==> src/rtl/core/assert_macros.svh <==
// ----------------------------------------------------------------------------
// Assertion macros
// Shared concurrent assertion forms. The clock is clock and the reset is reset.
// ----------------------------------------------------------------------------
`ifndef ASSERT_MACROS_SVH
`define ASSERT_MACROS_SVH

// Same-cycle implication
`define ASSERT_IMPL(lbl, ant, cons) \
   lbl: assert property (@(posedge clock) disable iff (reset) (ant) |-> (cons)) \
      else $error("assertion failed: same-cycle implication");

// Next-cycle implication
`define ASSERT_NEXT(lbl, ant, cons) \
   lbl: assert property (@(posedge clock) disable iff (reset) (ant) |=> (cons)) \
      else $error("assertion failed: next-cycle implication");

`endif

==> src/rtl/core/tsrs_pkg.sv <==
// ----------------------------------------------------------------------------
// tsrs_pkg
// Codes, reset values and types of the timed servo route sequencer.
// ----------------------------------------------------------------------------
`timescale 1ns / 1ps

package tsrs_pkg;

   // request kinds
   localparam logic [1:0] KIND_TICK  = 2'd0;
   localparam logic [1:0] KIND_START = 2'd1;
   localparam logic [1:0] KIND_TAKE  = 2'd2;
   localparam logic [1:0] KIND_HOME  = 2'd3;

   // material classes
   localparam logic [1:0] MAT_PLASTIC = 2'd0;
   localparam logic [1:0] MAT_GLASS   = 2'd1;

   // phase codes
   localparam logic [2:0] PH_IDLE      = 3'd0;
   localparam logic [2:0] PH_ROTATING  = 3'd1;
   localparam logic [2:0] PH_OPENING   = 3'd2;
   localparam logic [2:0] PH_CLOSING   = 3'd3;
   localparam logic [2:0] PH_RETURNING = 3'd4;

   // register indexes
   localparam logic [2:0] REG_ANGLE_PLASTIC = 3'd0;
   localparam logic [2:0] REG_ANGLE_GLASS   = 3'd1;
   localparam logic [2:0] REG_ANGLE_REJECT  = 3'd2;
   localparam logic [2:0] REG_ANGLE_HOME    = 3'd3;
   localparam logic [2:0] REG_GATE_OPEN     = 3'd4;
   localparam logic [2:0] REG_SETTLE_TICKS  = 3'd5;
   localparam logic [2:0] REG_OPEN_TICKS    = 3'd6;
   localparam logic [2:0] REG_CLOSE_TICKS   = 3'd7;

   // register reset values
   localparam logic [7:0]  RST_ANGLE_PLASTIC = 8'd45;
   localparam logic [7:0]  RST_ANGLE_GLASS   = 8'd135;
   localparam logic [7:0]  RST_ANGLE_REJECT  = 8'd0;
   localparam logic [7:0]  RST_ANGLE_HOME    = 8'd90;
   localparam logic [7:0]  RST_GATE_OPEN     = 8'd90;
   localparam logic [15:0] RST_SETTLE_TICKS  = 16'd400;
   localparam logic [15:0] RST_OPEN_TICKS    = 16'd500;
   localparam logic [15:0] RST_CLOSE_TICKS   = 16'd300;

   localparam logic [7:0] GATE_CLOSED_ANGLE = 8'd0;

   // one result transfer
   typedef struct packed {
      logic       accepted;
      logic [7:0] rotation_angle;
      logic [7:0] gate_angle;
      logic       busy_res;
      logic       completed;
      logic [2:0] phase_now;
   } rsp_type;

endpackage

==> src/rtl/core/timed_servo_route_sequencer_top.sv <==
// ----------------------------------------------------------------------------
// timed_servo_route_sequencer_top
// Chute rotation and gate sequencer driven by tick, start, take and home
// requests, with one result per request.
// ----------------------------------------------------------------------------
// Every request yields one result, held in the result register or, while that
// register is stalled, in the skid entry; a request can be taken every cycle
// while req_stall is low. The state update is a single combinational pass
// from the request port into the result register. A one-entry skid stage sits
// behind the result register, so req_stall is high exactly when the skid entry
// is full; the request rate is then set by how fast the result side drains.
`timescale 1ns / 1ps
`include "assert_macros.svh"

module timed_servo_route_sequencer_top
   import tsrs_pkg::*;
(
   input  logic        clock,
   input  logic        reset,
   // request channel
   input  logic        req_valid,
   output logic        req_stall,
   input  logic [1:0]  req_kind,
   input  logic [1:0]  req_material,
   // result channel
   output logic        rsp_valid,
   input  logic        rsp_stall,
   output logic        rsp_accepted,
   output logic [7:0]  rsp_rotation_angle,
   output logic [7:0]  rsp_gate_angle,
   output logic        rsp_busy_res,
   output logic        rsp_completed,
   output logic [2:0]  rsp_phase_now,
   // register writes
   input  logic        csr_we,
   input  logic [2:0]  csr_index,
   input  logic [15:0] csr_wdata
);

   // configuration registers
   logic [7:0]  angle_plastic_ff, angle_glass_ff, angle_reject_ff, angle_home_ff;
   logic [7:0]  gate_open_ff;
   logic [15:0] settle_ticks_ff, open_ticks_ff, close_ticks_ff;

   // sequencer state
   logic [2:0]  phase_ff, phase_in;
   logic [15:0] remain_ff, remain_in;
   logic        done_ff, done_in;
   logic [7:0]  rot_ff, rot_in;
   logic [7:0]  gate_ff, gate_in;

   // result register and skid entry
   logic        rsp_valid_ff, skid_valid_ff;
   rsp_type     rsp_ff, skid_ff;
   rsp_type     result;

   logic        req_xfer;
   logic        rsp_xfer;
   logic        started;
   logic        comp;
   logic [15:0] remain_dec;

   assign req_stall = skid_valid_ff;
   assign req_xfer  = req_valid && !skid_valid_ff;
   assign rsp_xfer  = rsp_valid_ff && !rsp_stall;

   // register write port
   always_ff @(posedge clock) begin
      if (reset) begin
         angle_plastic_ff <= RST_ANGLE_PLASTIC;
         angle_glass_ff   <= RST_ANGLE_GLASS;
         angle_reject_ff  <= RST_ANGLE_REJECT;
         angle_home_ff    <= RST_ANGLE_HOME;
         gate_open_ff     <= RST_GATE_OPEN;
         settle_ticks_ff  <= RST_SETTLE_TICKS;
         open_ticks_ff    <= RST_OPEN_TICKS;
         close_ticks_ff   <= RST_CLOSE_TICKS;
      end else if (csr_we) begin
         case (csr_index)
            REG_ANGLE_PLASTIC: angle_plastic_ff <= csr_wdata[7:0];
            REG_ANGLE_GLASS:   angle_glass_ff   <= csr_wdata[7:0];
            REG_ANGLE_REJECT:  angle_reject_ff  <= csr_wdata[7:0];
            REG_ANGLE_HOME:    angle_home_ff    <= csr_wdata[7:0];
            REG_GATE_OPEN:     gate_open_ff     <= csr_wdata[7:0];
            REG_SETTLE_TICKS:  settle_ticks_ff  <= csr_wdata;
            REG_OPEN_TICKS:    open_ticks_ff    <= csr_wdata;
            REG_CLOSE_TICKS:   close_ticks_ff   <= csr_wdata;
            default: ;
         endcase
      end
   end

   // next state for one request
   assign remain_dec = (remain_ff != 16'd0) ? remain_ff - 16'd1 : 16'd0;

   always_comb begin
      phase_in  = phase_ff;
      remain_in = remain_ff;
      done_in   = done_ff;
      rot_in    = rot_ff;
      gate_in   = gate_ff;
      started   = 1'b0;
      comp      = 1'b0;
      case (req_kind)
         KIND_TICK: begin
            if (phase_ff != PH_IDLE) begin
               remain_in = remain_dec;
               if (remain_dec == 16'd0) begin
                  case (phase_ff)
                     PH_ROTATING: begin
                        gate_in   = gate_open_ff;
                        phase_in  = PH_OPENING;
                        remain_in = open_ticks_ff;
                     end
                     PH_OPENING: begin
                        gate_in   = GATE_CLOSED_ANGLE;
                        phase_in  = PH_CLOSING;
                        remain_in = close_ticks_ff;
                     end
                     PH_CLOSING: begin
                        rot_in    = angle_home_ff;
                        phase_in  = PH_RETURNING;
                        remain_in = settle_ticks_ff;
                     end
                     default: begin
                        phase_in  = PH_IDLE;
                        remain_in = 16'd0;
                        done_in   = 1'b1;
                     end
                  endcase
               end
            end
         end
         KIND_START: begin
            if (phase_ff == PH_IDLE) begin
               case (req_material)
                  MAT_PLASTIC: rot_in = angle_plastic_ff;
                  MAT_GLASS:   rot_in = angle_glass_ff;
                  default:     rot_in = angle_reject_ff;
               endcase
               phase_in  = PH_ROTATING;
               remain_in = settle_ticks_ff;
               started   = 1'b1;
            end
         end
         KIND_TAKE: begin
            comp    = done_ff;
            done_in = 1'b0;
         end
         default: begin
            rot_in    = angle_home_ff;
            gate_in   = GATE_CLOSED_ANGLE;
            phase_in  = PH_IDLE;
            remain_in = 16'd0;
         end
      endcase
   end

   // result from the updated state
   always_comb begin
      result.accepted       = started;
      result.rotation_angle = rot_in;
      result.gate_angle     = gate_in;
      result.busy_res       = (phase_in != PH_IDLE);
      result.completed      = comp;
      result.phase_now      = phase_in;
   end

   // state update on request transfer
   always_ff @(posedge clock) begin
      if (reset) begin
         phase_ff  <= PH_IDLE;
         remain_ff <= 16'd0;
         done_ff   <= 1'b0;
         rot_ff    <= RST_ANGLE_HOME;
         gate_ff   <= GATE_CLOSED_ANGLE;
      end else if (req_xfer) begin
         phase_ff  <= phase_in;
         remain_ff <= remain_in;
         done_ff   <= done_in;
         rot_ff    <= rot_in;
         gate_ff   <= gate_in;
      end
   end

   // result register with skid entry
   always_ff @(posedge clock) begin
      if (reset) begin
         rsp_valid_ff  <= 1'b0;
         skid_valid_ff <= 1'b0;
      end else if (!rsp_valid_ff || rsp_xfer) begin
         if (skid_valid_ff) begin
            rsp_valid_ff  <= 1'b1;
            skid_valid_ff <= 1'b0;
         end else begin
            rsp_valid_ff  <= req_xfer;
         end
      end else if (req_xfer) begin
         skid_valid_ff <= 1'b1;
      end
   end

   always_ff @(posedge clock) begin
      if (!rsp_valid_ff || rsp_xfer) begin
         if (skid_valid_ff) begin
            rsp_ff <= skid_ff;
         end else if (req_xfer) begin
            rsp_ff <= result;
         end
      end else if (req_xfer) begin
         skid_ff <= result;
      end
   end

   assign rsp_valid          = rsp_valid_ff;
   assign rsp_accepted       = rsp_ff.accepted;
   assign rsp_rotation_angle = rsp_ff.rotation_angle;
   assign rsp_gate_angle     = rsp_ff.gate_angle;
   assign rsp_busy_res       = rsp_ff.busy_res;
   assign rsp_completed      = rsp_ff.completed;
   assign rsp_phase_now      = rsp_ff.phase_now;

   // checks
   `ASSERT_IMPL(a_skid_behind_out, skid_valid_ff, rsp_valid_ff)
   `ASSERT_IMPL(a_idle_no_timer, phase_ff == PH_IDLE, remain_ff == 16'd0)
   `ASSERT_NEXT(a_start_enters_rotating, req_xfer && req_kind == KIND_START && phase_ff == PH_IDLE, phase_ff == PH_ROTATING)
   `ASSERT_NEXT(a_home_forces_idle, req_xfer && req_kind == KIND_HOME, phase_ff == PH_IDLE && gate_ff == GATE_CLOSED_ANGLE)

endmodule
==> config.mk <==
export PLATFORM = sky130hd
export DESIGN_NAME = timed_servo_route_sequencer_top
export DESIGN_NICKNAME = d
export VERILOG_FILES = /design/src/rtl/core/tsrs_pkg.sv /design/src/rtl/core/timed_servo_route_sequencer_top.sv
export VERILOG_INCLUDE_DIRS = /design/src /design/src/rtl/core
export SDC_FILE = /design/constraint.sdc
export NUM_CORES = 1
export LEC_CHECK = 0
export BUFFER_PORTS_ARGS = -buffer_cell sky130_fd_sc_hd__buf_2
export CORE_MARGIN = 2
export CORE_UTILIZATION = 55
export CTS_CLUSTER_DIAMETER = 200
export DETAILED_ROUTE_END_ITERATION = 7
export GPL_ROUTABILITY_DRIVEN = 0
export PLACE_DENSITY = 0.76
export SLEW_MARGIN = 20
export SYNTH_ARGS = -nofsm -noshare
export SYNTH_HDL_FRONTEND = slang
export SYNTH_SLANG_ARGS = --single-unit
==> constraint.sdc <==
create_clock -name clock -period 3.6 [get_ports clock]
set_clock_uncertainty 0.05 [all_clocks]
set_input_delay 0.72 -clock clock [delete_from_list [all_inputs] [get_ports clock]]
set_output_delay 0.72 -clock clock [all_outputs]
set_load 0.01 [all_outputs]
; Yosys cells after proc, flatten, opt, wreduce, memory -nomap -nowiden
; Index checks and enable logic that the tools add are counted.
[classes]
mul = 0
mux = 31
n_bitwise = 2
shift = 0
n_lt_le_gt_ge = 0
reduce_logical = 31
eq_ne = 17
add_sub_neg = 1
n_div = 0
[op_table]
columns = op, n
row1 = $pmux W16 S3, 2
row2 = $mux W16, 4
row3 = $mux W8, 6
row4 = $pmux W8 S2, 3
row5 = $mux W22, 2
row6 = $pmux W8 S3, 1
row7 = $reduce_and A2 Y1, 10
row8 = $pmux W3 S3, 2
row9 = $logic_not A16 Y1, 1
row10 = $reduce_bool A16 Y1, 1
row11 = $sub A16 B1 Y16 const B, 1
row12 = $eq A3 B2 Y1 const B, 4
row13 = $eq A3 B3 Y1 const B, 4
row14 = $mux W3, 3
row15 = $ne A2 B2 Y1 const B, 4
row16 = $mux W1, 7
row17 = $eq A3 B1 Y1 const B, 2
row18 = $logic_not A3 Y1, 2
row19 = $reduce_bool A3 Y1, 2
row20 = $reduce_and A5 Y1, 1
row21 = $eq A2 B1 Y1 const B, 2
row22 = $logic_not A2 Y1, 2
row23 = $reduce_and A4 Y1, 1
row24 = $reduce_bool A2 Y1, 2
row25 = 8 further kinds, 13
[totals]
word_cells = 109
regBits = 170
inputBits = 28
rom_bits = 0
ram_bits = 0
n_memories = 0
output_inout_bits = 24
latch_bits = 0

; Depth between registers and ports, before layout
[depth]
word_depth = 9
mapped_depth = 14
depth_no_buf = 10

; Worst setup path after synthesis
; No wires, ideal clock.
[synth_timing]
path_type = reg-to-reg
start = register remain_ff[0]
end = register rsp_ff (netlist bit rsp_busy_res), data pin
arrival_ns = 3.038
period_less_slack_ns = 3.372
setup_ns = 0.284
slack_ns = 0.228
required_time_ns = 3.266
n_path_buf = 1
stages_incl_launch_ff = 11
path_cell_list = dfxtp_1 clkbuf_1 inv_1 ha_1 or4b_1 or4_1 a211oi_1 o211a_1 nor2_1 o311ai_1 a32oi_1
[synth_between]
elab_chain_cells = 9
word_cells_on_any_way = 10
cone_classes = add/sub: 1 / mux: 6 / reduce/logical: 3
[synth_rtl]
columns = item, line_no
row1 = from (decl), timed_servo_route_sequencer_top.sv:47  ; logic [15:0] remain_ff, remain_in;
row2 = from (signal assigned), timed_servo_route_sequencer_top.sv:179  ; remain_ff <= remain_in;
row3 = $sub A16 B1 Y16 / $reduce_bool A16 Y1 (equally long branches), timed_servo_route_sequencer_top.sv:94  ; assign remain_dec = (remain_ff != 16'd0) ? remain_ff - 16'd1 : 16'd0;
row4 = $mux W16 *, timed_servo_route_sequencer_top.sv:94
row5 = $logic_not A16 Y1 *, timed_servo_route_sequencer_top.sv:108  ; if (remain_dec == 16'd0) begin
row6 = $mux W3 *, timed_servo_route_sequencer_top.sv:108
row7 = $mux W3 *, timed_servo_route_sequencer_top.sv:106  ; if (phase_ff != PH_IDLE) begin
row8 = $pmux W3 S3 *, timed_servo_route_sequencer_top.sv:104  ; case (req_kind)
row9 = $reduce_bool A3 Y1 *, timed_servo_route_sequencer_top.sv:164  ; result.busy_res = (phase_in != PH_IDLE);
row10 = $mux W22 *, timed_servo_route_sequencer_top.sv:207  ; end else if (req_xfer) begin
row11 = $mux W22 *, timed_servo_route_sequencer_top.sv:205  ; if (skid_valid_ff) begin
row12 = to (signal assigned), timed_servo_route_sequencer_top.sv:206  ; rsp_ff <= skid_ff;
row13 = to (signal assigned), timed_servo_route_sequencer_top.sv:208  ; rsp_ff <= result;
row14 = to (decl), timed_servo_route_sequencer_top.sv:54  ; rsp_type rsp_ff, skid_ff;
; Mark *: on every way between the ends. The rest lies on a longest branch, timed or not. The select of a mux whose other input is x is not followed.
; A chain may end at the register's enable or synchronous reset.

; Final worst setup path
[layout_timing]
start = register remain_ff[1]
end = register rsp_ff (netlist bit rsp_rotation_angle[7]), data pin
[layout_between]
elab_chain_cells = 8
word_cells_on_any_way = 9
cone_classes = add/sub: 1 / mux: 6 / reduce/logical: 2
[layout_rtl]
columns = item, line_no
row1 = $sub A16 B1 Y16 / $reduce_bool A16 Y1 (equally long branches), timed_servo_route_sequencer_top.sv:94
row2 = $mux W16 *, timed_servo_route_sequencer_top.sv:94
row3 = $logic_not A16 Y1 *, timed_servo_route_sequencer_top.sv:108
row4 = $mux W8 *, timed_servo_route_sequencer_top.sv:108
row5 = $mux W8 *, timed_servo_route_sequencer_top.sv:106
row6 = $pmux W8 S3 *, timed_servo_route_sequencer_top.sv:104
row7 = $mux W22 *, timed_servo_route_sequencer_top.sv:207
row8 = $mux W22 *, timed_servo_route_sequencer_top.sv:205
; Marks and branches as above.

==> out/metrics.cfg <==
[clock_network]
cts_buffers=17
htreeDepth=4
clockBufferDepth=2
clk_pin_slew_ns=0.06
clock_sinks=170
clk_latency_ns=0.43
cts_tree=yes
postCtsHoldBufs=0
clock-root-buffer=clkbuf_16

[final_layout]
multi_input_comb_area_um2=4228
antenna_cells=0
nFillCells=1288
ff_latch_area_um2=3845
design_area_um2=9519
nets=1053
layout-drive-gt1-share_pct=14.44
syn_to_final_growth_pct=12.66

[die]
io_pins=52
num_rows=45
fp.dieH_um=127.9
fp.dieW_um=127.9
start_util_pct=56.00
die_area_um2=16370
core_area_um2=15090

[min_path]
hold_class=flip-flop to flip-flop
min-delay-start=angle_glass_ff[4]
whs_path_depth=2
min_to=angle_glass_ff[4]

[synth]
synthesis.area_um2=8449
synth_seq_area_share_pct=45.49
synth_enable_flop_cells=44
synthArstFlopShare_pct=0
post_synth.cell_area_avg_um2=8.466
synth_top_area_share_pct=29.85
yosys-top-cells-area=dfxtp_1 30%, edfxtp_1 16%, nand2_1 9.3%
synth_cell_types=61
yosysWarnings=0
syn_nets=1032
ys_seq_elements=170
synth-main-ff-cell=dfxtp_1
synth_top_area_cell=dfxtp_1
synthCells=998

[detailed_routing]
drt-total-wl_um=21640
dr.pass1.iters=5
drt_iter0_drc=699
postRouteAntennaNets=0
vias=7499
avgRoutedWirePerCell_um=17.74
routed_via_density=6.147
drc=0

[sta]
timing.final.hold_violations=0
min_period_ns=3.308
fmax_mhz=302.3
slew_viol_final=0
worst_slew_pin_slew_ns=0.7707
slew_headroom_pct=48.47
finalSetupViolations=0
period_share_pct=91.88
rsz0062_at_grt=false
whs_ns=0.4035
final.setup.tns_ns=0

[worst_setup_path]
r2r_start=remain_ff[1]
cp-start-kind=flip-flop
criticalPathCategory=flip-flop to flip-flop
crit_buf_inv=2
cp_max_fo=8
arrival_ns=3.51
slowest_stage=or4b_1
path_delay_family=compound AO/OA/AOI/OAI gates
r2r_slack_ns=0.29
r2r_end=rsp_rotation_angle[7]
cp.required_ns=3.81
end_kind=flip-flop
startpoint=remain_ff[1]
reg2regPathDepth=10
crit_chain=inv_1 > ha_1 > or4b_1 > or4_1 > a211oi_2 > o211ai_1 > a2111oi_4 > buf_4 > a211oi_1 > o31ai_1
cpPeakStageDelay_ns=0.42

[global_route]
grt_usage_pct=27.09
grt_pass1_vias=6926
grt_pass1_wl_um=35430
overflow=0
grt.busiest_layer=met2
antenna_found_initial=0
grt_util_met1_pct=38.96
met3_usage_pct=4.925
grt_max_degree=67
use_met2_pct=41.11

[placed_design]
place_area_um2=8900
hpwlAfterDp_um=14250
port_buffers=51

[power_and_ir_drop]
finalPower_mw=4.676
vdd_drop_max_mv=0.3074
power.density_nw_per_um2=491.2
leakagePower_nw=3.527

[run]
maxCapViolCount=0

[outcome]
status=completed

## metal layers
metal,up-vias,wire length (um)
li1,3635,-
met1,3543,10240
met3,41,1473
met5,-,0
met2,280,9481
met4,0,442
## synth_stat cells, drive strengths merged, types with 2 or more instances
master and number:
nand2 209, dfxtp 126, a21oi 81, clkbuf 77
nor2 70, edfxtp 44, o21ai 32, a31oi 29
nand3b 28, nand3 26, inv 20, mux2 18
a22o 17, mux2i 17, nor3 14, a211oi 12
nor2b 12, nand4 11, a311oi 10, nand2b 10
a221oi 9, o31ai 9, or4 9, xnor2 9
a211o 8, nor4 7, o22ai 7, ha 6
nor4b 6, o211ai 6, or2 6, a221o 5
a32oi 5, and3 5, buf 5, a2111oi 4
and2 4, o21bai 4, or3 3, or4b 3
nor3b 2, o221ai 2
## worst register-to-register path, cell delays in order, from the launching register on
cell       delay [ns]
dfxtp_2          0.39
inv_1            0.09
ha_1             0.30
or4b_1           0.42
or4_1            0.42
a211oi_2         0.27
o211ai_1         0.24
a2111oi_4        0.40
buf_4            0.24
a211oi_1         0.10
o31ai_1          0.23
## how the worst max path moves through the flow
| stage | end | slack (ns) | cells after the start |
|---|---|---|---|
| 2_1_floorplan | rsp_busy_res | 0.23 | 10 |
| 3_3_place_gp | rsp_rotation_angle[1] | 0.30 | 10 |
| 3_5_place_dp | rsp_rotation_angle[4] | 0.17 | 10 |
| 4_1_cts | rsp_rotation_angle[4] | 0.13 | 10 |
| 5_1_grt | rsp_gate_angle[0] | 0.08 | 9 |
| 6_report | rsp_rotation_angle[7] | 0.29 | 10 |
## cell families (layout without fill, tap and decap cells)
group,after synthesis,count (layout),synth area share (%)
AO/OA/AOI/OAI,248,248,19.71
XOR/XNOR,10,10,1.037
adder cells (fa/ha/maj),6,6,0.8885
buffers and inverters,102,136,4.679
flip-flops,170,170,45.49
multiplexers,35,35,4.413
AND/OR/NAND/NOR,427,427,23.78
## per-stage QoR
step | std cells | utilization (%) | worst slack [ns]
after floorplan | 998 | - | 0.2280
after global placement | 1187 | 58.98 | 0.2984
after detailed placement | 1187 | 58.98 | 0.1738
after CTS | 1219 | 62.99 | 0.1255
after global routing | 1220 | 63.08 | 0.07920
final | 1220 | 63.08 | 0.2922
## placed cells by master, fill, tap and decap left out, drive strengths merged, types with 10 or more instances in the layout
master,count
clkbuf,23
mux2,18
a22o,17
nand2b,10
nand2,209
nor2,70
nand4,11
a31oi,29
buf,84
a211oi,12
nor3,14
nand3b,28
edfxtp,44
dfxtp,126
nor2b,12
o21ai,32
a311oi,10
nand3,26
a21oi,81
inv,23
mux2i,17
## power by group
part	internal (mW)	switching [mW]
Sequential	2.05	0.0612
Combinational	0.246	0.427
Clock	1.14	0.754
## timing repair
action | 4_1_cts | 5_1_grt
setup endpoints to repair | 0 | 19
setup buffers | 0 | 1
gates resized for setup | 0 | 3
## area by class of cell
class / instances / area share [%]
multi-input cells: 726 / 44.41
flip-flops and latches: 170 / 40.39
inverters: 20 / 0.7886
repair buffers: 84 / 5.573
clock buffers: 23 / 4.942
well taps: 188 / 2.471
clock inverters: 9 / 1.420
## sequential cells by signal, indices dropped and copies added (netlist names), 16 cells and up
signal,count
skid_ff,22
settle_ticks_ff,16
remain_ff,16
close_ticks_ff,16
open_ticks_ff,16
Power figures use the tool's default switching activity.
